**config.mk**
```make
export PLATFORM = sky130hd
export DESIGN_NAME = track_signal_message_scheduler
export DESIGN_NICKNAME = d
export VERILOG_FILES = /design/src/design/tsms_pkg.sv /design/src/design/tsms_ram.sv /design/src/design/tsms_front.sv /design/src/design/tsms_back.sv /design/src/design/track_signal_message_scheduler.sv
export SDC_FILE = /design/constraint.sdc
export NUM_CORES = 1
export LEC_CHECK = 0
export ABC_AREA = 1
export BUFFER_PORTS_ARGS = -buffer_cell sky130_fd_sc_hd__buf_2
export CORE_ASPECT_RATIO = 0.8
export CORE_MARGIN = 8
export CORE_UTILIZATION = 60
export DETAILED_ROUTE_END_ITERATION = 6
export PLACE_DENSITY = 0.79
export SYNTH_ARGS = -nofsm -noshare
export SYNTH_HDL_FRONTEND = slang
export SYNTH_SLANG_ARGS = --single-unit
export TNS_END_PERCENT = 100
```
**constraint.sdc**
```tcl
create_clock -name clk -period 5.65 [get_ports clk]
set_input_delay 0.2825 -clock clk [delete_from_list [all_inputs] [get_ports clk]]
set_output_delay 0.2825 -clock clk [all_outputs]
set_load 0.005 [all_outputs]
```
**src/design/tsms_pkg.sv**
```systemverilog
`timescale 1ns / 1ps
// ----------------------------------------------------------------------------
// tsms_pkg
// Shared types and constants of the track signal message scheduler.
// ----------------------------------------------------------------------------
package tsms_pkg;

    localparam int WORD_W      = 18;
    localparam int SLOT_FIELD_W = 3;
    localparam int CFG_IDX_W   = 1;
    localparam int PERIOD_W    = 16;
    localparam int HIGH_W      = 9;

    // clocks per bit and PWM high times
    localparam int PERIOD_FAST = 208;
    localparam int PERIOD_SLOW = 416;
    localparam int HIGH_ONE    = 182;
    localparam int HIGH_ZERO   = 26;
    localparam int PERIOD_MAX  = 65535;

    typedef enum logic [2:0] {
        OP_TICK    = 3'd0,
        OP_WRITE   = 3'd1,
        OP_ENABLE  = 3'd2,
        OP_DISABLE = 3'd3,
        OP_FAST    = 3'd4,
        OP_ONESHOT = 3'd5,
        OP_START   = 3'd6,
        OP_FAULT   = 3'd7
    } op_t;

    typedef enum logic [CFG_IDX_W-1:0] {
        CFG_IDLE_MESSAGE = 1'b0,
        CFG_IDLE_FAST    = 1'b1
    } cfg_idx_t;

    typedef enum logic [2:0] {
        S_IDLE,
        S_EXEC,
        S_SEARCH,
        S_LOAD,
        S_LWAIT,
        S_READ,
        S_RESP
    } back_state_t;

    // decoded command passed from front to back
    typedef struct packed {
        op_t                     op;
        logic                    ok;
        logic [SLOT_FIELD_W-1:0] slot;
        logic [WORD_W-1:0]       word;
        logic                    flag;
    } cmd_t;

    typedef struct packed {
        logic                slot_enabled;
        logic [WORD_W-1:0]   slot_message;
        logic                rail_off;
        logic                line_bit;
        logic [HIGH_W-1:0]   high_count;
        logic [PERIOD_W-1:0] period_count;
        logic                drive_valid;
    } res_t;

endpackage

```
**src/design/tsms_ram.sv**
```systemverilog
`timescale 1ns / 1ps
// ----------------------------------------------------------------------------
// tsms_ram
// Generic single write, single read RAM with registered read data.
// ----------------------------------------------------------------------------
module tsms_ram #(
    parameter int WIDTH = 18,
    parameter int DEPTH = 8
) (
    input  logic                     clk,
    input  logic                     we,
    input  logic [$clog2(DEPTH)-1:0] waddr,
    input  logic [WIDTH-1:0]         wdata,
    input  logic [$clog2(DEPTH)-1:0] raddr,
    output logic [WIDTH-1:0]         rdata
);

    logic [WIDTH-1:0] mem [DEPTH];

    always_ff @(posedge clk)
    begin
        if (we)
        begin
            mem[waddr] <= wdata;
        end
        rdata <= mem[raddr];
    end

endmodule

```
**src/design/tsms_front.sv**
```systemverilog
`timescale 1ns / 1ps
// ----------------------------------------------------------------------------
// tsms_front
// Accepts input words, decodes them into commands and queues them.
// ----------------------------------------------------------------------------
module tsms_front
    import tsms_pkg::*;
#(
    parameter int SLOTS = 8
) (
    input  logic                    clk,
    input  logic                    rst_n,
    input  logic                    in_valid,
    output logic                    in_ready,
    input  logic [2:0]              in_op,
    input  logic [SLOT_FIELD_W-1:0] in_slot,
    input  logic [WORD_W-1:0]       in_word,
    input  logic                    in_flag,
    output logic                    q_valid,
    input  logic                    q_pop,
    output cmd_t                    q_cmd
);

    cmd_t       entry_reg [2];
    logic       wr_ptr_reg, wr_ptr_next;
    logic       rd_ptr_reg, rd_ptr_next;
    logic [1:0] count_reg, count_next;
    logic       push;
    cmd_t       dec;

    always_comb
    begin
        dec.op   = op_t'(in_op);
        dec.ok   = (32'(in_slot) < SLOTS);
        dec.slot = in_slot;
        dec.word = in_word;
        dec.flag = in_flag;
    end

    assign in_ready = (count_reg != 2'd2);
    assign push     = in_valid && in_ready;
    assign q_valid  = (count_reg != 2'd0);
    assign q_cmd    = entry_reg[rd_ptr_reg];

    always_comb
    begin
        wr_ptr_next = wr_ptr_reg ^ push;
        rd_ptr_next = rd_ptr_reg ^ q_pop;
        count_next  = count_reg + 2'(push) - 2'(q_pop);
    end

    always_ff @(posedge clk or negedge rst_n)
    begin
        if (!rst_n)
        begin
            wr_ptr_reg <= 1'b0;
            rd_ptr_reg <= 1'b0;
            count_reg  <= 2'd0;
        end
        else
        begin
            wr_ptr_reg <= wr_ptr_next;
            rd_ptr_reg <= rd_ptr_next;
            count_reg  <= count_next;
        end
    end

    always_ff @(posedge clk)
    begin
        if (push)
        begin
            entry_reg[wr_ptr_reg] <= dec;
        end
    end

endmodule

```
**src/design/tsms_back.sv**
```systemverilog
`timescale 1ns / 1ps
// ----------------------------------------------------------------------------
// tsms_back
// Executes queued commands: slot flags, bit timing, round-robin reload,
// and the registered result word.
// ----------------------------------------------------------------------------
module tsms_back
    import tsms_pkg::*;
#(
    parameter int SLOTS        = 8,
    parameter int MESSAGE_BITS = 18,
    parameter int GAP_BITS     = 3,
    parameter int WAIT_BITS    = 9
) (
    input  logic                 clk,
    input  logic                 rst_n,
    input  logic                 q_valid,
    output logic                 q_pop,
    input  cmd_t                 q_cmd,
    input  logic                 cfg_wr,
    input  logic [CFG_IDX_W-1:0] cfg_idx,
    input  logic [WORD_W-1:0]    cfg_wdata,
    output logic                 res_valid,
    input  logic                 res_ready,
    output res_t                 res
);

    localparam int SLOT_W = $clog2(SLOTS);
    localparam int BI_W   = $clog2(MESSAGE_BITS);

    localparam int FG_RAW = PERIOD_FAST * (GAP_BITS + 1);
    localparam int SG_RAW = PERIOD_SLOW * (GAP_BITS + 1);
    localparam int FW_RAW = PERIOD_FAST * (WAIT_BITS + 1);
    localparam int SW_RAW = PERIOD_SLOW * (WAIT_BITS + 1);
    localparam logic [PERIOD_W-1:0] P_FAST = PERIOD_W'(PERIOD_FAST);
    localparam logic [PERIOD_W-1:0] P_SLOW = PERIOD_W'(PERIOD_SLOW);
    localparam logic [PERIOD_W-1:0] P_FAST_GAP =
        PERIOD_W'(FG_RAW > PERIOD_MAX ? PERIOD_MAX : FG_RAW);
    localparam logic [PERIOD_W-1:0] P_SLOW_GAP =
        PERIOD_W'(SG_RAW > PERIOD_MAX ? PERIOD_MAX : SG_RAW);
    localparam logic [PERIOD_W-1:0] P_FAST_WAIT =
        PERIOD_W'(FW_RAW > PERIOD_MAX ? PERIOD_MAX : FW_RAW);
    localparam logic [PERIOD_W-1:0] P_SLOW_WAIT =
        PERIOD_W'(SW_RAW > PERIOD_MAX ? PERIOD_MAX : SW_RAW);
    localparam logic [BI_W-1:0] BI_LAST = BI_W'(MESSAGE_BITS - 1);
    localparam logic [SLOT_W-1:0] SLOT_LAST = SLOT_W'(SLOTS - 1);

    back_state_t          state_reg, state_next;
    cmd_t                 cmd_reg, cmd_next;
    logic [SLOTS-1:0]     enable_reg, enable_next;
    logic [SLOTS-1:0]     fast_reg, fast_next;
    logic [SLOTS-1:0]     oneshot_reg, oneshot_next;
    logic [SLOT_W-1:0]    cur_slot_reg, cur_slot_next;
    logic                 repeat_reg, repeat_next;
    logic [BI_W-1:0]      bit_idx_reg, bit_idx_next;
    logic [WORD_W-1:0]    cur_word_reg, cur_word_next;
    logic                 cur_fast_reg, cur_fast_next;
    logic                 running_reg, running_next;
    logic [WORD_W-1:0]    idle_msg_reg, idle_msg_next;
    logic                 idle_fast_reg, idle_fast_next;
    logic                 tick_run_reg, tick_run_next;
    logic [PERIOD_W-1:0]  period_reg, period_next;
    logic                 res_valid_reg, res_valid_next;
    res_t                 res_reg, res_next;

    logic [SLOT_W-1:0]    cmd_idx;
    logic [SLOT_W-1:0]    cand;
    logic [SLOT_W-1:0]    raddr;
    logic                 ram_we;
    logic [WORD_W-1:0]    rdata;
    logic [31:0]          word_ext;
    logic                 out_bit;

    assign cmd_idx  = SLOT_W'(cmd_reg.slot);
    assign cand     = (cur_slot_reg == SLOT_LAST) ? '0 : cur_slot_reg + SLOT_W'(1);
    assign raddr    = (state_reg == S_LOAD) ? cur_slot_reg : cmd_idx;
    assign ram_we   = (state_reg == S_EXEC) && (cmd_reg.op == OP_WRITE) && cmd_reg.ok;
    assign word_ext = 32'(cur_word_reg);
    assign out_bit  = word_ext[5'(bit_idx_reg)];

    assign res_valid = res_valid_reg;
    assign res       = res_reg;

    tsms_ram #(
        .WIDTH (WORD_W),
        .DEPTH (SLOTS)
    ) u_store (
        .clk   (clk),
        .we    (ram_we),
        .waddr (cmd_idx),
        .wdata (cmd_reg.word),
        .raddr (raddr),
        .rdata (rdata)
    );

    always_comb
    begin
        state_next     = state_reg;
        cmd_next       = cmd_reg;
        enable_next    = enable_reg;
        fast_next      = fast_reg;
        oneshot_next   = oneshot_reg;
        cur_slot_next  = cur_slot_reg;
        repeat_next    = repeat_reg;
        bit_idx_next   = bit_idx_reg;
        cur_word_next  = cur_word_reg;
        cur_fast_next  = cur_fast_reg;
        running_next   = running_reg;
        idle_msg_next  = idle_msg_reg;
        idle_fast_next = idle_fast_reg;
        tick_run_next  = tick_run_reg;
        period_next    = period_reg;
        res_valid_next = res_valid_reg && !res_ready;
        res_next       = res_reg;
        q_pop          = 1'b0;

        if (cfg_wr)
        begin
            unique case (cfg_idx_t'(cfg_idx))
                CFG_IDLE_MESSAGE: idle_msg_next  = cfg_wdata;
                CFG_IDLE_FAST:    idle_fast_next = cfg_wdata[0];
                default: ;
            endcase
        end

        unique case (state_reg)
            S_IDLE:
            begin
                if (q_valid)
                begin
                    q_pop      = 1'b1;
                    cmd_next   = q_cmd;
                    state_next = S_EXEC;
                end
            end
            S_EXEC:
            begin
                tick_run_next = 1'b0;
                state_next    = S_READ;
                unique case (cmd_reg.op)
                    OP_TICK:
                    begin
                        if (running_reg)
                        begin
                            tick_run_next = 1'b1;
                            if (bit_idx_reg >= BI_LAST)
                            begin
                                bit_idx_next = '0;
                                repeat_next  = !repeat_reg;
                                if (repeat_reg)
                                begin
                                    period_next = cur_fast_reg ? P_FAST_WAIT : P_SLOW_WAIT;
                                    if (enable_reg != '0)
                                    begin
                                        state_next = S_SEARCH;
                                    end
                                    else
                                    begin
                                        cur_word_next = idle_msg_reg;
                                        cur_fast_next = idle_fast_reg;
                                    end
                                end
                                else
                                begin
                                    period_next = cur_fast_reg ? P_FAST_GAP : P_SLOW_GAP;
                                end
                            end
                            else
                            begin
                                bit_idx_next = bit_idx_reg + BI_W'(1);
                                period_next  = cur_fast_reg ? P_FAST : P_SLOW;
                            end
                        end
                    end
                    OP_WRITE: ;
                    OP_ENABLE:
                    begin
                        if (cmd_reg.ok)
                        begin
                            enable_next[cmd_idx] = 1'b1;
                        end
                    end
                    OP_DISABLE:
                    begin
                        if (cmd_reg.ok)
                        begin
                            enable_next[cmd_idx] = 1'b0;
                        end
                    end
                    OP_FAST:
                    begin
                        if (cmd_reg.ok)
                        begin
                            fast_next[cmd_idx] = cmd_reg.flag;
                        end
                    end
                    OP_ONESHOT:
                    begin
                        if (cmd_reg.ok)
                        begin
                            oneshot_next[cmd_idx] = cmd_reg.flag;
                        end
                    end
                    OP_START:
                    begin
                        enable_next   = '0;
                        fast_next     = '0;
                        oneshot_next  = '0;
                        cur_slot_next = '0;
                        cur_word_next = idle_msg_reg;
                        cur_fast_next = idle_fast_reg;
                        repeat_next   = 1'b0;
                        bit_idx_next  = '0;
                        running_next  = 1'b1;
                    end
                    OP_FAULT:
                    begin
                        running_next = 1'b0;
                    end
                    default: ;
                endcase
            end
            S_SEARCH:
            begin
                // one slot per cycle; the mask is known to be nonzero
                cur_slot_next = cand;
                if (enable_reg[cand])
                begin
                    if (oneshot_reg[cand])
                    begin
                        enable_next[cand] = 1'b0;
                    end
                    cur_fast_next = fast_reg[cand];
                    state_next    = S_LOAD;
                end
            end
            S_LOAD:
            begin
                state_next = S_LWAIT;
            end
            S_LWAIT:
            begin
                cur_word_next = rdata;
                state_next    = S_READ;
            end
            S_READ:
            begin
                state_next = S_RESP;
            end
            S_RESP:
            begin
                if (!res_valid_reg || res_ready)
                begin
                    res_valid_next        = 1'b1;
                    res_next.drive_valid  = tick_run_reg;
                    res_next.period_count = tick_run_reg ? period_reg : '0;
                    res_next.line_bit     = tick_run_reg && out_bit;
                    if (!tick_run_reg)
                    begin
                        res_next.high_count = '0;
                    end
                    else if (out_bit)
                    begin
                        res_next.high_count = cur_fast_reg ? HIGH_W'(HIGH_ONE)
                                                           : HIGH_W'(2 * HIGH_ONE);
                    end
                    else
                    begin
                        res_next.high_count = cur_fast_reg ? HIGH_W'(HIGH_ZERO)
                                                           : HIGH_W'(2 * HIGH_ZERO);
                    end
                    res_next.rail_off     = !running_reg;
                    res_next.slot_message = cmd_reg.ok ? rdata : idle_msg_reg;
                    res_next.slot_enabled = cmd_reg.ok && enable_reg[cmd_idx];
                    state_next            = S_IDLE;
                end
            end
            default: state_next = S_IDLE;
        endcase
    end

    always_ff @(posedge clk or negedge rst_n)
    begin
        if (!rst_n)
        begin
            state_reg     <= S_IDLE;
            enable_reg    <= '0;
            fast_reg      <= '0;
            oneshot_reg   <= '0;
            cur_slot_reg  <= '0;
            repeat_reg    <= 1'b0;
            bit_idx_reg   <= '0;
            cur_word_reg  <= '0;
            cur_fast_reg  <= 1'b0;
            running_reg   <= 1'b0;
            idle_msg_reg  <= '0;
            idle_fast_reg <= 1'b0;
            tick_run_reg  <= 1'b0;
            res_valid_reg <= 1'b0;
        end
        else
        begin
            state_reg     <= state_next;
            enable_reg    <= enable_next;
            fast_reg      <= fast_next;
            oneshot_reg   <= oneshot_next;
            cur_slot_reg  <= cur_slot_next;
            repeat_reg    <= repeat_next;
            bit_idx_reg   <= bit_idx_next;
            cur_word_reg  <= cur_word_next;
            cur_fast_reg  <= cur_fast_next;
            running_reg   <= running_next;
            idle_msg_reg  <= idle_msg_next;
            idle_fast_reg <= idle_fast_next;
            tick_run_reg  <= tick_run_next;
            res_valid_reg <= res_valid_next;
        end
    end

    always_ff @(posedge clk)
    begin
        cmd_reg    <= cmd_next;
        period_reg <= period_next;
        res_reg    <= res_next;
    end

endmodule

```
**src/design/track_signal_message_scheduler.sv**
```systemverilog
`timescale 1ns / 1ps
// ----------------------------------------------------------------------------
// track_signal_message_scheduler
// Slot store with enable/fast/one-shot flags; sends each message twice and
// reports PWM period and high time per bit tick.
// ----------------------------------------------------------------------------
// channel   dir  handshake                fields (low bit first)
// s_axis    in   s_axis_tvalid/tready     tuser: op; tdata: slot, message_word, flag
// m_axis    out  m_axis_tvalid/tready     tdata: drive_valid, period_count,
//                                         high_count, line_bit, rail_off,
//                                         slot_message, slot_enabled
// cfg       in   cfg_valid/cfg_ready      cfg_index, cfg_data
//
// In the back end a word is popped, executed, read from the store and then
// returned as a result. A tick that ends a repeat with slots enabled adds a
// round-robin search, which steps one slot per cycle, then a store read.
// The front queue holds two words, so input is taken while the back works.
// Reset clears all control state; the message store is not cleared.
// cfg_ready is always high.
// ----------------------------------------------------------------------------
module track_signal_message_scheduler
    import tsms_pkg::*;
#(
    parameter int SLOTS        = 8,
    parameter int MESSAGE_BITS = 18,
    parameter int GAP_BITS     = 3,
    parameter int WAIT_BITS    = 9
) (
    input  logic                 clk,
    input  logic                 rst_n,
    input  logic                 s_axis_tvalid,
    output logic                 s_axis_tready,
    input  logic [23:0]          s_axis_tdata,   // slot, message_word, flag
    input  logic [2:0]           s_axis_tuser,   // op
    output logic                 m_axis_tvalid,
    input  logic                 m_axis_tready,
    output logic [47:0]          m_axis_tdata,   // drive_valid, period_count,
                                                 // high_count, line_bit, rail_off,
                                                 // slot_message, slot_enabled
    input  logic                 cfg_valid,
    output logic                 cfg_ready,
    input  logic [CFG_IDX_W-1:0] cfg_index,
    input  logic [WORD_W-1:0]    cfg_data
);

    logic q_valid;
    logic q_pop;
    cmd_t q_cmd;
    res_t res;

    assign cfg_ready = 1'b1;

    tsms_front #(
        .SLOTS (SLOTS)
    ) u_front (
        .clk      (clk),
        .rst_n    (rst_n),
        .in_valid (s_axis_tvalid),
        .in_ready (s_axis_tready),
        .in_op    (s_axis_tuser),
        .in_slot  (s_axis_tdata[2:0]),
        .in_word  (s_axis_tdata[20:3]),
        .in_flag  (s_axis_tdata[21]),
        .q_valid  (q_valid),
        .q_pop    (q_pop),
        .q_cmd    (q_cmd)
    );

    tsms_back #(
        .SLOTS        (SLOTS),
        .MESSAGE_BITS (MESSAGE_BITS),
        .GAP_BITS     (GAP_BITS),
        .WAIT_BITS    (WAIT_BITS)
    ) u_back (
        .clk       (clk),
        .rst_n     (rst_n),
        .q_valid   (q_valid),
        .q_pop     (q_pop),
        .q_cmd     (q_cmd),
        .cfg_wr    (cfg_valid && cfg_ready),
        .cfg_idx   (cfg_index),
        .cfg_wdata (cfg_data),
        .res_valid (m_axis_tvalid),
        .res_ready (m_axis_tready),
        .res       (res)
    );

    assign m_axis_tdata = {1'b0, res};

endmodule
```
==> results of run 1 <==
==> cell families after synthesis <==
family	after synthesis	synth area share
AND/OR/NAND/NOR	497	0.135
flip-flops	364	0.700
AO/OA/AOI/OAI	212	0.0793
buffers and inverters	150	0.0449
multiplexers	36	0.0273
adder cells (fa/ha/maj)	13	0.0110
XOR/XNOR	3	0.00178
other	2	0.000508
==> path summary, 6_finish.rpt <==
check	endpoint	cells after the start	startpoint
max	u_back.enable_reg[1]$_DFFE_PN0P_	13	u_back.cur_slot_reg[0]$_DFFE_PN0P_
min	u_back.idle_msg_reg[11]$_DFFE_PN0P_	2	cfg_data[11]
max reg2reg	u_back.enable_reg[1]$_DFFE_PN0P_	13	u_back.cur_slot_reg[0]$_DFFE_PN0P_
min reg2reg	u_back.res[34]$_DFFE_PP_	0	u_back.u_store.rdata[6]$_DFF_P_
max in group asynchronous	u_back.enable_reg[4]$_DFFE_PN0P_	2	rst_n
min in group asynchronous	u_back.idle_msg_reg[7]$_DFFE_PN0P_	2	rst_n
==> routing by layer <==
metal / part of all wire / routed length, microns
met5: 0 / 0
met4: 0.015 / 463
met3: 0.092 / 2910
met2: 0.46 / 14600
met1: 0.43 / 13700
==> repair_timing <==
action	4_1_cts	5_1_grt
hold buffers	43	0
hold endpoints to repair	76	0
endpoints found under the setup margin	0	0
==> layout make-up <==
class / instances / share of cell area
clock inverter: 21 / 0.0169
clock buffer: 44 / 0.0562
multi-input combinational: 771 / 0.223
timing repair buffer: 142 / 0.0556
tap: 318 / 0.0232
inverter: 97 / 0.0214
sequential: 364 / 0.604
==> power by group through the flow <==
stage / Clock [W] / Sequential [W] / Combinational [W]
after floorplan: 0 / 0.00379 / 0.00173
after global placement: 0 / 0.00391 / 0.00219
after detailed placement: 0 / 0.00394 / 0.00225
after CTS: 0.00254 / 0.00389 / 0.00231
after global routing: 0.00265 / 0.00395 / 0.00260
final: 0.00252 / 0.00390 / 0.00232
==> through the flow <==
stage / util / hold WS [ns]
after floorplan: - / -0.0131
after global placement: 0.637 / 0.415
after detailed placement: 0.637 / 0.414
after CTS: 0.707 / 0.00382
after global routing: 0.707 / 0.00601
final: 0.707 / 0.0124
==> worst reg2reg max path: cells and delay by family, from the launching register on <==
family | cells | cell delay [ns]
AND/OR/NAND/NOR | 10 | 1.88
adder cells (fa/ha/maj) | 2 | 0.56
flip-flops | 1 | 0.40
buffers and inverters | 1 | 0.07
==> Yosys cell counts (3+ instances only) <==
master,n,area [sq um]
o21ai_2,3,26.3
inv_1,88,330
nand3_1,61,305
buf_2,17,85.1
ha_1,13,163
nor2_1,124,465
inv_2,7,26.3
clkbuf_1,18,67.6
buf_4,14,105
o22ai_1,42,263
edfxtp_1,265,7960
nand2_1,292,1100
mux2_2,35,394
nand4_1,3,18.8
a21oi_1,18,90.1
o21ai_1,52,260
dfrtp_1,81,2030
o21ai_0,85,425
nor3_1,9,45.0
buf_6,3,33.8
dfxtp_1,18,360
==> results.md, run 1 <==
* Unrepaired setup endpoints after global routing: no
* PortBufs at 89
* Chip height at 156 microns
* Int Power at between 0.005 and 0.006 W
* TritonCTS buffer count at 36
* Synth Instances at between 1000 and 1500
* Number of synthesized flops with an enable pin at about 270
* Io pins at ~100
* Critical Path Max Stage Delay at approximately 0.57 ns
* Non-Filler Instances at 1757
* Fin nets at 1476
* Reg2Reg Setup Slack at 2.62 ns
* Vias in the first global route at approximately 9400
* Largest net degree at the start of global routing at 82
* Seq/Total Area, Yosys at 0.700
* Worst slew margin at 0.162
* Post-Place Cells at 1649
* Grt ovf at 0
* Arr. time, crit path at between 3 and 4 ns
* Worst slew pin tran at 1.26 ns
* Clock tree buffer depth at 3
* Status: finished clean
* Final instance area at 17100 sq um
* First-pass GRT wire length at 49800 microns
* Register clock-pin slew on the reported worst setup and hold paths at roughly 0.06 ns
* Critical path's slowest cell: nor2_1
* Setup Skew at around 0.016 ns
* Number of antenna-violating nets in the routed design at 0
* Initial drt markers at slightly below 1000
* # resized after CTS at 0
* Max FFs per register at ~140
* Pre-CTS WS at 2.73 ns
* Die Wd at 191 microns
* Wirelength, routed at 31700 microns
* Via-per-instance ratio at 5.54
* Achievable Freq at 330 MHz
* Yosys warns at 0
* Psw at 0.00293 W
* Fin. max-slew vios at 0
* Family with the most delay on the worst path: simple AND/OR/NAND/NOR gates
* Detail Placement HPWL at 18900 microns
* Wire per inst at 18.0 microns
* Worst Path Required at 6.04 ns
* Buf/Inv on CP at 1
* Grt met1 use at 0.297
* Post-Syn Area per Cell at 11.6 sq um
* H-tree depth at 2
* Sw frac at 0.336
* Number of max-cap violations at 0
* Top fanout value on the critical path at 11
* Die area at 29900 sq um
* Antenna violations before repair at 0
* Most common cell after layout, fill and taps aside: nand2_1
* Area after DPL at about 15000 sq um
* Power Density at 509 nW/um^2
* Clock root buffer: clkbuf_16
* Storage element area at 10300 sq um
* Setup TNS at 0 ns
* Leak pwr at 6.96 nW
* Most frequent cells in the layout: nand2_1, edfxtp_1, nor2_1, inv_1, buf_2
* Rows at 51
* DR pass1 iterations at 5
* Worst vdd rail ir drop at between 0.3 and 0.4 mV
* Ys flop type: edfxtp_1
* Critical Path Start Type: flip-flop
* CP Capture Type: flip-flop
* CTS tree: built
* Share of cells above drive strength 1 at 0.146
* Setup bufs post-CTS at 0
* Met3 usage at 0.0454
* Part of the power in registers at 0.446
* Total power draw at roughly 0.0087 W
* Hold/Removal Path Class: in -> reg
* GRT Util Overall at 0.211
* Total number of vias at 9725
* Grt met2 use at 0.331
* CP most frequent cell: nand2_1
* Gr busiest metal: met2
* Crit Path Class: reg -> reg
* Final WS setup at ~2.6 ns
* Clock power share at 0.288
* FFs w/ async S/R, synth at 0.223
* Distinct cells, synth at 44
* Final worst path period need at 3.03 ns
* Core footprint at 24200 sq um
* Finish-stage setup viols at 0
* # diodes at 0
* Area Growth Syn to Fin at 15.9%
* GPL Wtd Cong at 0.873
* Area of the multi-input gates at around 3800 sq um
* Tcrit/Tclk final at 0.537
* Clock Latency Late Sink at between 0.5 and 0.6 ns
* Final Hold Fails at 0
* Drt drc at 0
* # clock sinks at 364
* Post-Syn Area at 14800 sq um
* Fill count at 1625
* Initial core utilization at 0.609
* Seq cells post-synth at 364
* Logic pwr share at 0.265
* CP cell instances: ha_1 -> ha_1 -> inv_1 -> nor2_1 -> nand3_1 -> nand2_1 -> nor2_1 -> nand2_1 -> nand2_1 -> nand2_1 -> nand2_1 -> nand2_1 -> nand2_1
Note: power is estimated with default switching activity, not from simulation.
==> run 2, diff against run 1 <==
ABC_AREA = 0   (was 1)
clock period = 2.8 ns   (was 5.65 ns; I/O delays follow)
==> run 2 against run 1 <==
Effect of this change:
- die area is 0.25% lower
- via count is 14% lower
- sequential power is 100% higher
- critical endpoint is now u_back.enable_reg[6]$_DFFE_PN0P_
- highest routed layer unchanged
==> results.md, run 2 <==
* Status: finished clean
* Die Wd at 191 microns (-0.13%)
* Int Power at 0.0119 W (+100%)
* Detail Placement HPWL at 18600 microns (-1.6%)
* TritonCTS buffer count at 35 (-2.8%)
* Power Density at 978 nW/um^2 (+92%)
* Yosys warns at 0 (unchanged)
* Final Util at 0.714 (+0.00784)
* Seq/Total Area, Yosys at 0.702 (+0.00190)
* Number of antenna-violating nets in the routed design at 0 (unchanged)
* H-tree depth at 2 (unchanged)
* Synth top area cells: edfxtp_1, dfrtp_1, mux2i_1
* Setup bufs post-CTS at 0 (unchanged)
* Distinct cells, synth at 60 (+36%)
* Final worst path period need at 2.65 ns (-0.385 ns)
* # clock sinks at 364 (unchanged)
* Hold EP: u_front.count_reg[0]$_DFF_PN0_
* Leak pwr at 6.74 nW (-3.1%)
* GRT Util Overall at 0.199 (-0.0119)
* Via-per-instance ratio at 5.74 (+3.8%)
* Share of cells above drive strength 1 at 0.233 (+0.0870)
* CP most frequent cell: ha_1
* Number of max-cap violations at 0 (unchanged)
* Reg2Reg Setup Slack at 0.15 ns (-2.46 ns)
* Tcrit/Tclk final at 0.946 (+0.409)
* Storage element area at 10300 sq um (unchanged)
* Synth cell count leaders: edfxtp_1, mux2i_1, dfrtp_1, mux2_2, o21ai_0
* Hold Startpoint: s_axis_tvalid
* Psw at 0.00508 W (+73%)
* Core footprint at 24200 sq um (unchanged)
* Top fanout value on the critical path at 11 (unchanged)
* Crit Reg-Reg Startpoint: u_back.cur_slot_reg[1]$_DFFE_PN0P_
* Grt ovf at 0 (unchanged)
* Unrepaired setup endpoints after global routing: no
* Post-Syn Area per Cell at 15.4 sq um (+33%)
* Post-Syn Area at 14700 sq um (-0.27%)
* Worst slew pin tran at 1.08 ns (-0.177 ns)
* Most frequent cells in the layout: edfxtp_1, mux2i_1, buf_2, dfrtp_1, mux2_2
* Total power draw at 0.0169 W (+94%)
* Critical path's slowest cell: nand4b_1
* Fill count at 1537 (-5.4%)
* Vias in the first global route at 8535 (-9.6%)
* Sw frac at 0.300 (-0.0363)
* Rows at 51 (unchanged)
* Register clock-pin slew on the reported worst setup and hold paths at 0.07 ns (about the same)
* Worst Path Required at 3.24 ns (-2.80 ns)
* # diodes at 0 (unchanged)
* Drt drc at 0 (unchanged)
* Setup TNS at 0 ns (unchanged)
* Worst vdd rail ir drop at 0.588 mV (+50%)
* Area after DPL at 15700 sq um (+1.5%)
* Crit Path Class: reg -> reg
* Clock root buffer: clkbuf_16
* Area of the multi-input gates at 4060 sq um (+6.1%)
* Achievable Freq at 378 MHz (+15%)
* Post-synth top area share at 0.540 (+0.00146)
* Io pins at 102 (unchanged)
* CTS tree: built
* Hold_ws at 0.0412 ns (+0.0288 ns)
* Arr. time, crit path at 3.09 ns (-0.34 ns)
* Cell taking the most area after synthesis: edfxtp_1
* Critical Path Start Type: flip-flop
* Part of the power in registers at 0.465 (+0.019)
* Multiplexer area fraction after synthesis at 0.140 (+0.112)
* Wire per inst at 20.3 microns (+12%)
* Synth Area in Adders at 0.0110 (+0.0000299)
* Critical Path Max Stage Delay at 0.43 ns (-0.14 ns)
* PortBufs at 89 (unchanged)
* Max FFs per register at 144 (unchanged)
* Total number of vias at 8386 (-14%)
* Count leader, synth: edfxtp_1
* Wirelength, routed at 29600 microns (-6.7%)
* Chip height at 156 microns (-0.12%)
* Clock Latency Late Sink at 0.51 ns (about the same)
* R2R depth at 8 (-5)
* Largest net degree at the start of global routing at 82 (unchanged)
* Logic pwr share at 0.255 (-0.010)
* Clock power share at 0.280 (-0.008)
* XOR/XNOR share of the synthesized area at 0.00238 (+0.000599)
* Final instance area at 17300 sq um (+1.1%)
* First-pass GRT wire length at 46600 microns (-6.5%)
* Area Growth Syn to Fin at 17.5%
* # resized after CTS at 0 (unchanged)
* Hold/Removal Path Class: in -> reg
* Fin. max-slew vios at 0 (unchanged)
* Antenna violations before repair at 0 (unchanged)
* Seq cells post-synth at 364 (unchanged)
* Most common cell after layout, fill and taps aside: edfxtp_1
* Finish-stage setup viols at 0 (unchanged)
* Synth Area in Compound Gates at 0.0585 (-0.0208)
* Fin nets at 1181 (-20%)
* CP Capture Type: flip-flop
* Largest family of logic cells by synthesized area: multiplexers
* Initial drt markers at 621 (-37%)
* Hold depth at 3 (+1)
* CTS Hold Buffers Added at 47 (+9.3%)
* FF-to-FF End: u_back.enable_reg[6]$_DFFE_PN0P_
* Initial core utilization at 0.608 (-0.00165)
* Setup Skew at 0.0125 ns (-0.00368 ns)
* Worst slew margin at 0.281 (+0.119)
* Final Hold Fails at 0 (unchanged)
* CP cell instances: ha_1 -> ha_1 -> buf_4 -> and3_1 -> o21ai_0 -> nand4b_1 -> and4b_1 -> a21oi_1
* FFs w/ async S/R, synth at 0.223 (unchanged)
* Synth Instances at 959 (-25%)
* Die area at 29900 sq um (-0.25%)
* GPL Wtd Cong at 0.924 (+5.8%)
* DR pass1 iterations at 5 (unchanged)
* Clock tree buffer depth at 3 (unchanged)
* Ys flop type: edfxtp_1
* Number of synthesized flops with an enable pin at 265 (unchanged)
* Post-Synth Simple-Gate Area at 0.0582 (-0.0770)
[run 2: cell count changes after synthesis, moves of 8 or more]
| cell | before | now |
|---|---|---|
| nand2_1 | 292 | 27 |
| mux2i_1 | 1 | 118 |
| nor2_1 | 124 | 39 |
| inv_1 | 88 | 28 |
| nand3_1 | 61 | 7 |
| o21ai_1 | 52 | 2 |
| o21ai_0 | 85 | 48 |
| mux2_2 | 35 | 64 |
| a21oi_1 | 18 | 41 |
| o22ai_1 | 42 | 19 |
| and2_1 | 0 | 21 |
| clkbuf_1 | 18 | 28 |
| nor2b_1 | 0 | 8 |
[run 2: power groups by stage]
stage | sequential [W] | clock [W] | combinational [W]
after detailed placement | 0.00796 | 0 | 0.00425
after global placement | 0.00790 | 0 | 0.00414
after CTS | 0.00786 | 0.00482 | 0.00435
after global routing | 0.00799 | 0.00503 | 0.00474
final | 0.00788 | 0.00474 | 0.00433
after floorplan | 0.00760 | 0 | 0.00318
[run 2: layout make-up]
cell class              instances  area share
flip-flops and latches        364       0.597
multi-input cells             514       0.234
well taps                     318      0.0230
clock buffers                  46      0.0576
repair buffers                174      0.0724
inverters                      28     0.00607
clock inverters                16     0.00982
[run 2: worst max-delay path by stage]
stage	startpoint	endpoint	slack, ns	cells past startpoint
final	u_back.cur_slot_reg[1]$_DFFE_PN0P_	u_back.enable_reg[6]$_DFFE_PN0P_	0.15	8
after global routing	u_back.cur_slot_reg[1]$_DFFE_PN0P_	u_back.enable_reg[6]$_DFFE_PN0P_	0.04	8
after global placement	u_back.cur_slot_reg[1]$_DFFE_PN0P_	u_back.enable_reg[6]$_DFFE_PN0P_	0.31	8
after floorplan	u_back.state_reg[2]$_DFFE_PN0P_	u_front.count_reg[1]$_DFF_PN0_	0.22	7
after CTS	u_back.cur_slot_reg[1]$_DFFE_PN0P_	u_back.enable_reg[6]$_DFFE_PN0P_	0.27	8
after detailed placement	u_back.cur_slot_reg[1]$_DFFE_PN0P_	u_back.enable_reg[6]$_DFFE_PN0P_	0.26	8
[run 2: stage by stage]
stage / setup slack [ns] / cells
floorplan: 0.221 / 967
CTS: 0.272 / 1460
detailed placement: 0.264 / 1351
global route: 0.0380 / 1460
global placement: 0.312 / 1351
finish: 0.152 / 1460
[run 2: per-layer routing]
metal	wire, microns	GRT usage	up-vias	part of all wire
met1	13300	0.283	4159	0.45
met5	0	0	-	0
met4	472	0.0509	0	0.016
met2	13500	0.310	287	0.46
met3	2280	0.0416	38	0.077
li1	-	-	3902	-
[run 2: cell families after synthesis]
family,count (synthesis)
DFF,364
muxes,189
and+or+nand+nor,156
AOI/OAI and AO/OA,142
buffers and inverters,89
adders and majority gates,13
xor gates and xnor gates,4
other,2
[run 2: critical path, delay by kind of cell (launching register included)]
kind	cells	cell delay [ns]
simple gates	3	0.95
fa+ha+maj	2	0.58
compound gates	2	0.40
flops	1	0.42
buf+inv	1	0.21
==> run 3, diff against run 2 <==
MAX_ROUTING_LAYER = met4   (was unset)
clock period = 2.95 ns   (was 2.8 ns; I/O delays follow)
==> run 3 against run 2 <==
Effect of this change:
- sequential power is 4.8% lower
- first-iteration DRC count decreased by 6.8%
- non-clock buffer count is 7 lower
- fmax is 3.3% higher
- critical path depth stayed put
- utilization decreased by 0.27 points
- register-to-register slack better by 0.23 ns
- via count decreased by 0.85%
- clock skew is 0.0057 ns lower
- final area decreased by 0.38%
- combinational power is 6.5% lower
- largest power group unchanged
==> results.md, run 3 (synthesis gave the netlist of run 2 again) <==
* Status: finished clean
* Post-Place Cells at 1344 (-0.52%)
* Max FFs per register at 144 (unchanged)
* H-tree depth at 2 (unchanged)
* Chip height at 156 microns (unchanged)
* TritonCTS buffer count at 35 (unchanged)
* Hold depth at 3 (unchanged)
* R2R depth at 8 (unchanged)
* FF-to-FF End: u_back.enable_reg[6]$_DFFE_PN0P_
* Antenna violations before repair at 0 (unchanged)
* GPL Wtd Cong at 0.944 (+2.2%)
* Sw frac at 0.296 (-0.00409)
* Power Density at 932 nW/um^2 (-4.7%)
* DR pass1 iterations at 5 (unchanged)
* Io pins at 102 (unchanged)
* Final worst path period need at 2.56 ns (-0.0846 ns)
* Drt drc at 0 (unchanged)
* Clock root buffer: clkbuf_16
* Fill count at 1551 (+0.91%)
* Number of antenna-violating nets in the routed design at 0 (unchanged)
* Vias in the first global route at 8261 (-3.2%)
* # clock sinks at 364 (unchanged)
* CP Capture Type: flip-flop
* Grt ovf at 0 (unchanged)
* Clock power share at 0.282 (+0.002)
* First-pass GRT wire length at 45400 microns (-2.6%)
* Final Hold Fails at 0 (unchanged)
* CTS tree: built
* Die area at 29900 sq um (unchanged)
* Share of cells above drive strength 1 at 0.224 (-0.00914)
* Area after DPL at 15600 sq um (-0.49%)
* Detail Placement HPWL at 18400 microns (-0.84%)
* Total power draw at 0.0161 W (-5.1%)
* Fin. max-slew vios at 0 (unchanged)
* Setup Skew at 0.00682 ns (-0.00566 ns)
* Hold Startpoint: s_axis_tvalid
* Final Util at 0.712 (-0.00273)
* Clock Latency Late Sink at 0.50 ns (about the same)
* Worst Path Required at 3.38 ns (+0.14 ns)
* Logic pwr share at 0.252 (-0.003)
* Rows at 51 (unchanged)
* Top fanout value on the critical path at 14 (+3)
* Via-per-instance ratio at 5.72 (-0.37%)
* Most frequent cells in the layout: edfxtp_1, mux2i_1, buf_2, dfrtp_1, mux2_2
* PortBufs at 89 (unchanged)
* Number of max-cap violations at 0 (unchanged)
* Arr. time, crit path at 2.99 ns (-0.10 ns)
* Reg2Reg Setup Slack at 0.39 ns (+0.23 ns)
* Crit Path Class: reg -> reg
* GRT Util Overall at 0.200 (+0.00140)
* Most common cell after layout, fill and taps aside: edfxtp_1
* Initial core utilization at 0.608 (unchanged)
* Non-Filler Instances at 1453 (-0.48%)
* Critical Path Start Type: flip-flop
* Psw at 0.00475 W (-6.4%)
* CP cell instances: ha_1 -> ha_1 -> buf_4 -> and3_1 -> o21ai_0 -> nand4b_1 -> and4b_1 -> a21oi_1
* CP most frequent cell: ha_1
* Tcrit/Tclk final at 0.869 (-0.0767)
* Register clock-pin slew on the reported worst setup and hold paths at 0.06 ns (about the same)
* Hold/Removal Path Class: in -> reg
* Total number of vias at 8315 (-0.85%)
* Setup TNS at 0 ns (unchanged)
* Die Wd at 191 microns (unchanged)
* Worst slew pin tran at 1.09 ns (+0.00598 ns)
* Worst vdd rail ir drop at 0.574 mV (-2.5%)
* Final instance area at 17300 sq um (-0.38%)
* Hold EP: u_front.count_reg[0]$_DFF_PN0_
* Critical Path Max Stage Delay at 0.43 ns (about the same)
* Wire per inst at 20.0 microns (-1.2%)
* Finish-stage setup viols at 0 (unchanged)
* Worst slew margin at 0.277 (-0.00398)
* Wirelength, routed at 29100 microns (-1.6%)
* Crit Reg-Reg Startpoint: u_back.cur_slot_reg[1]$_DFFE_PN0P_
* Clock tree buffer depth at 3 (unchanged)
* Largest net degree at the start of global routing at 82 (unchanged)
* # resized after CTS at 0 (unchanged)
* Area Growth Syn to Fin at 17.1%
* # diodes at 0 (unchanged)
* Unrepaired setup endpoints after global routing: no
* Fin nets at 1174 (-0.59%)
* Critical path's slowest cell: dfrtp_1
* Int Power at 0.0113 W (-4.6%)
* Setup bufs post-CTS at 0 (unchanged)
* Core footprint at 24200 sq um (unchanged)
* CTS Hold Buffers Added at 47 (unchanged)
* Leak pwr at 6.70 nW (-0.57%)
* Achievable Freq at 390 MHz (+3.3%)
* Initial drt markers at 579 (-6.8%)
* Part of the power in registers at 0.466 (about the same)
## run 3: cell count changes in the layout (fill, tap and decap cells not counted), moves of 2 or more
cell       before  now
clkbuf_1        4   10
buf_4          35   30
clkbuf_8        6    3
buf_12          4    2
clkbuf_16      36   38
## run 3: layer usage
layer	up-vias	GRT usage	wire length, microns
met2	282	0.298	13000
met4	0	0.0457	452
li1	3889	-	-
met1	4105	0.281	13400
met5	-	-	0
met3	39	0.0438	2210
## run 3: how the worst max path moves through the flow
stage	startpoint	end	slack (ns)
floorplan	u_back.state_reg[2]$_DFFE_PN0P_	u_front.count_reg[1]$_DFF_PN0_	0.37
global placement	u_back.cur_slot_reg[1]$_DFFE_PN0P_	u_back.enable_reg[6]$_DFFE_PN0P_	0.51
detailed placement	u_back.cur_slot_reg[1]$_DFFE_PN0P_	u_back.enable_reg[6]$_DFFE_PN0P_	0.49
CTS	u_back.state_reg[1]$_DFFE_PN0P_	u_back.u_store.rdata[15]$_DFF_P_	0.45
global route	u_back.cur_slot_reg[1]$_DFFE_PN0P_	u_back.enable_reg[6]$_DFFE_PN0P_	0.26
finish	u_back.cur_slot_reg[1]$_DFFE_PN0P_	u_back.enable_reg[6]$_DFFE_PN0P_	0.39
## run 3: per-stage QoR
step | setup slack (ns) | hold slack [ns]
5_1_grt | 0.264 | 0.0930
6_report | 0.387 | 0.0646
4_1_cts | 0.454 | 0.0613
3_5_place_dp | 0.495 | 0.338
3_3_place_gp | 0.506 | 0.335
2_1_floorplan | 0.371 | -0.148
## run 3: layout make-up
class	instances	area (sq um)	share of cell area
Inverter	28	105	0.00609
Clock inverter	11	150	0.00870
Multi-Input combinational cell	514	4060	0.235
Timing Repair Buffer	167	1180	0.0681
Clock buffer	51	1030	0.0597
Tap cell	318	398	0.0231
Sequential cell	364	10300	0.599
## run 3: power groups by stage
| stage | Combinational [W] | Sequential [W] | Clock [W] |
|---|---|---|---|
| 2_1_floorplan | 0.00302 | 0.00721 | 0 |
| 3_3_place_gp | 0.00386 | 0.00751 | 0 |
| 3_5_place_dp | 0.00398 | 0.00757 | 0 |
| 4_1_cts | 0.00407 | 0.00747 | 0.00460 |
| 5_1_grt | 0.00444 | 0.00760 | 0.00481 |
| 6_report | 0.00405 | 0.00750 | 0.00454 |
## run 3: critical path, delay by kind of cell, from the launching register on
kind	cells	cell delay, ns
and+or+nand+nor	3	0.92
AOI/OAI and AO/OA	2	0.32
DFF	1	0.43
adders and majority gates	2	0.59
buffers and inverters	1	0.23
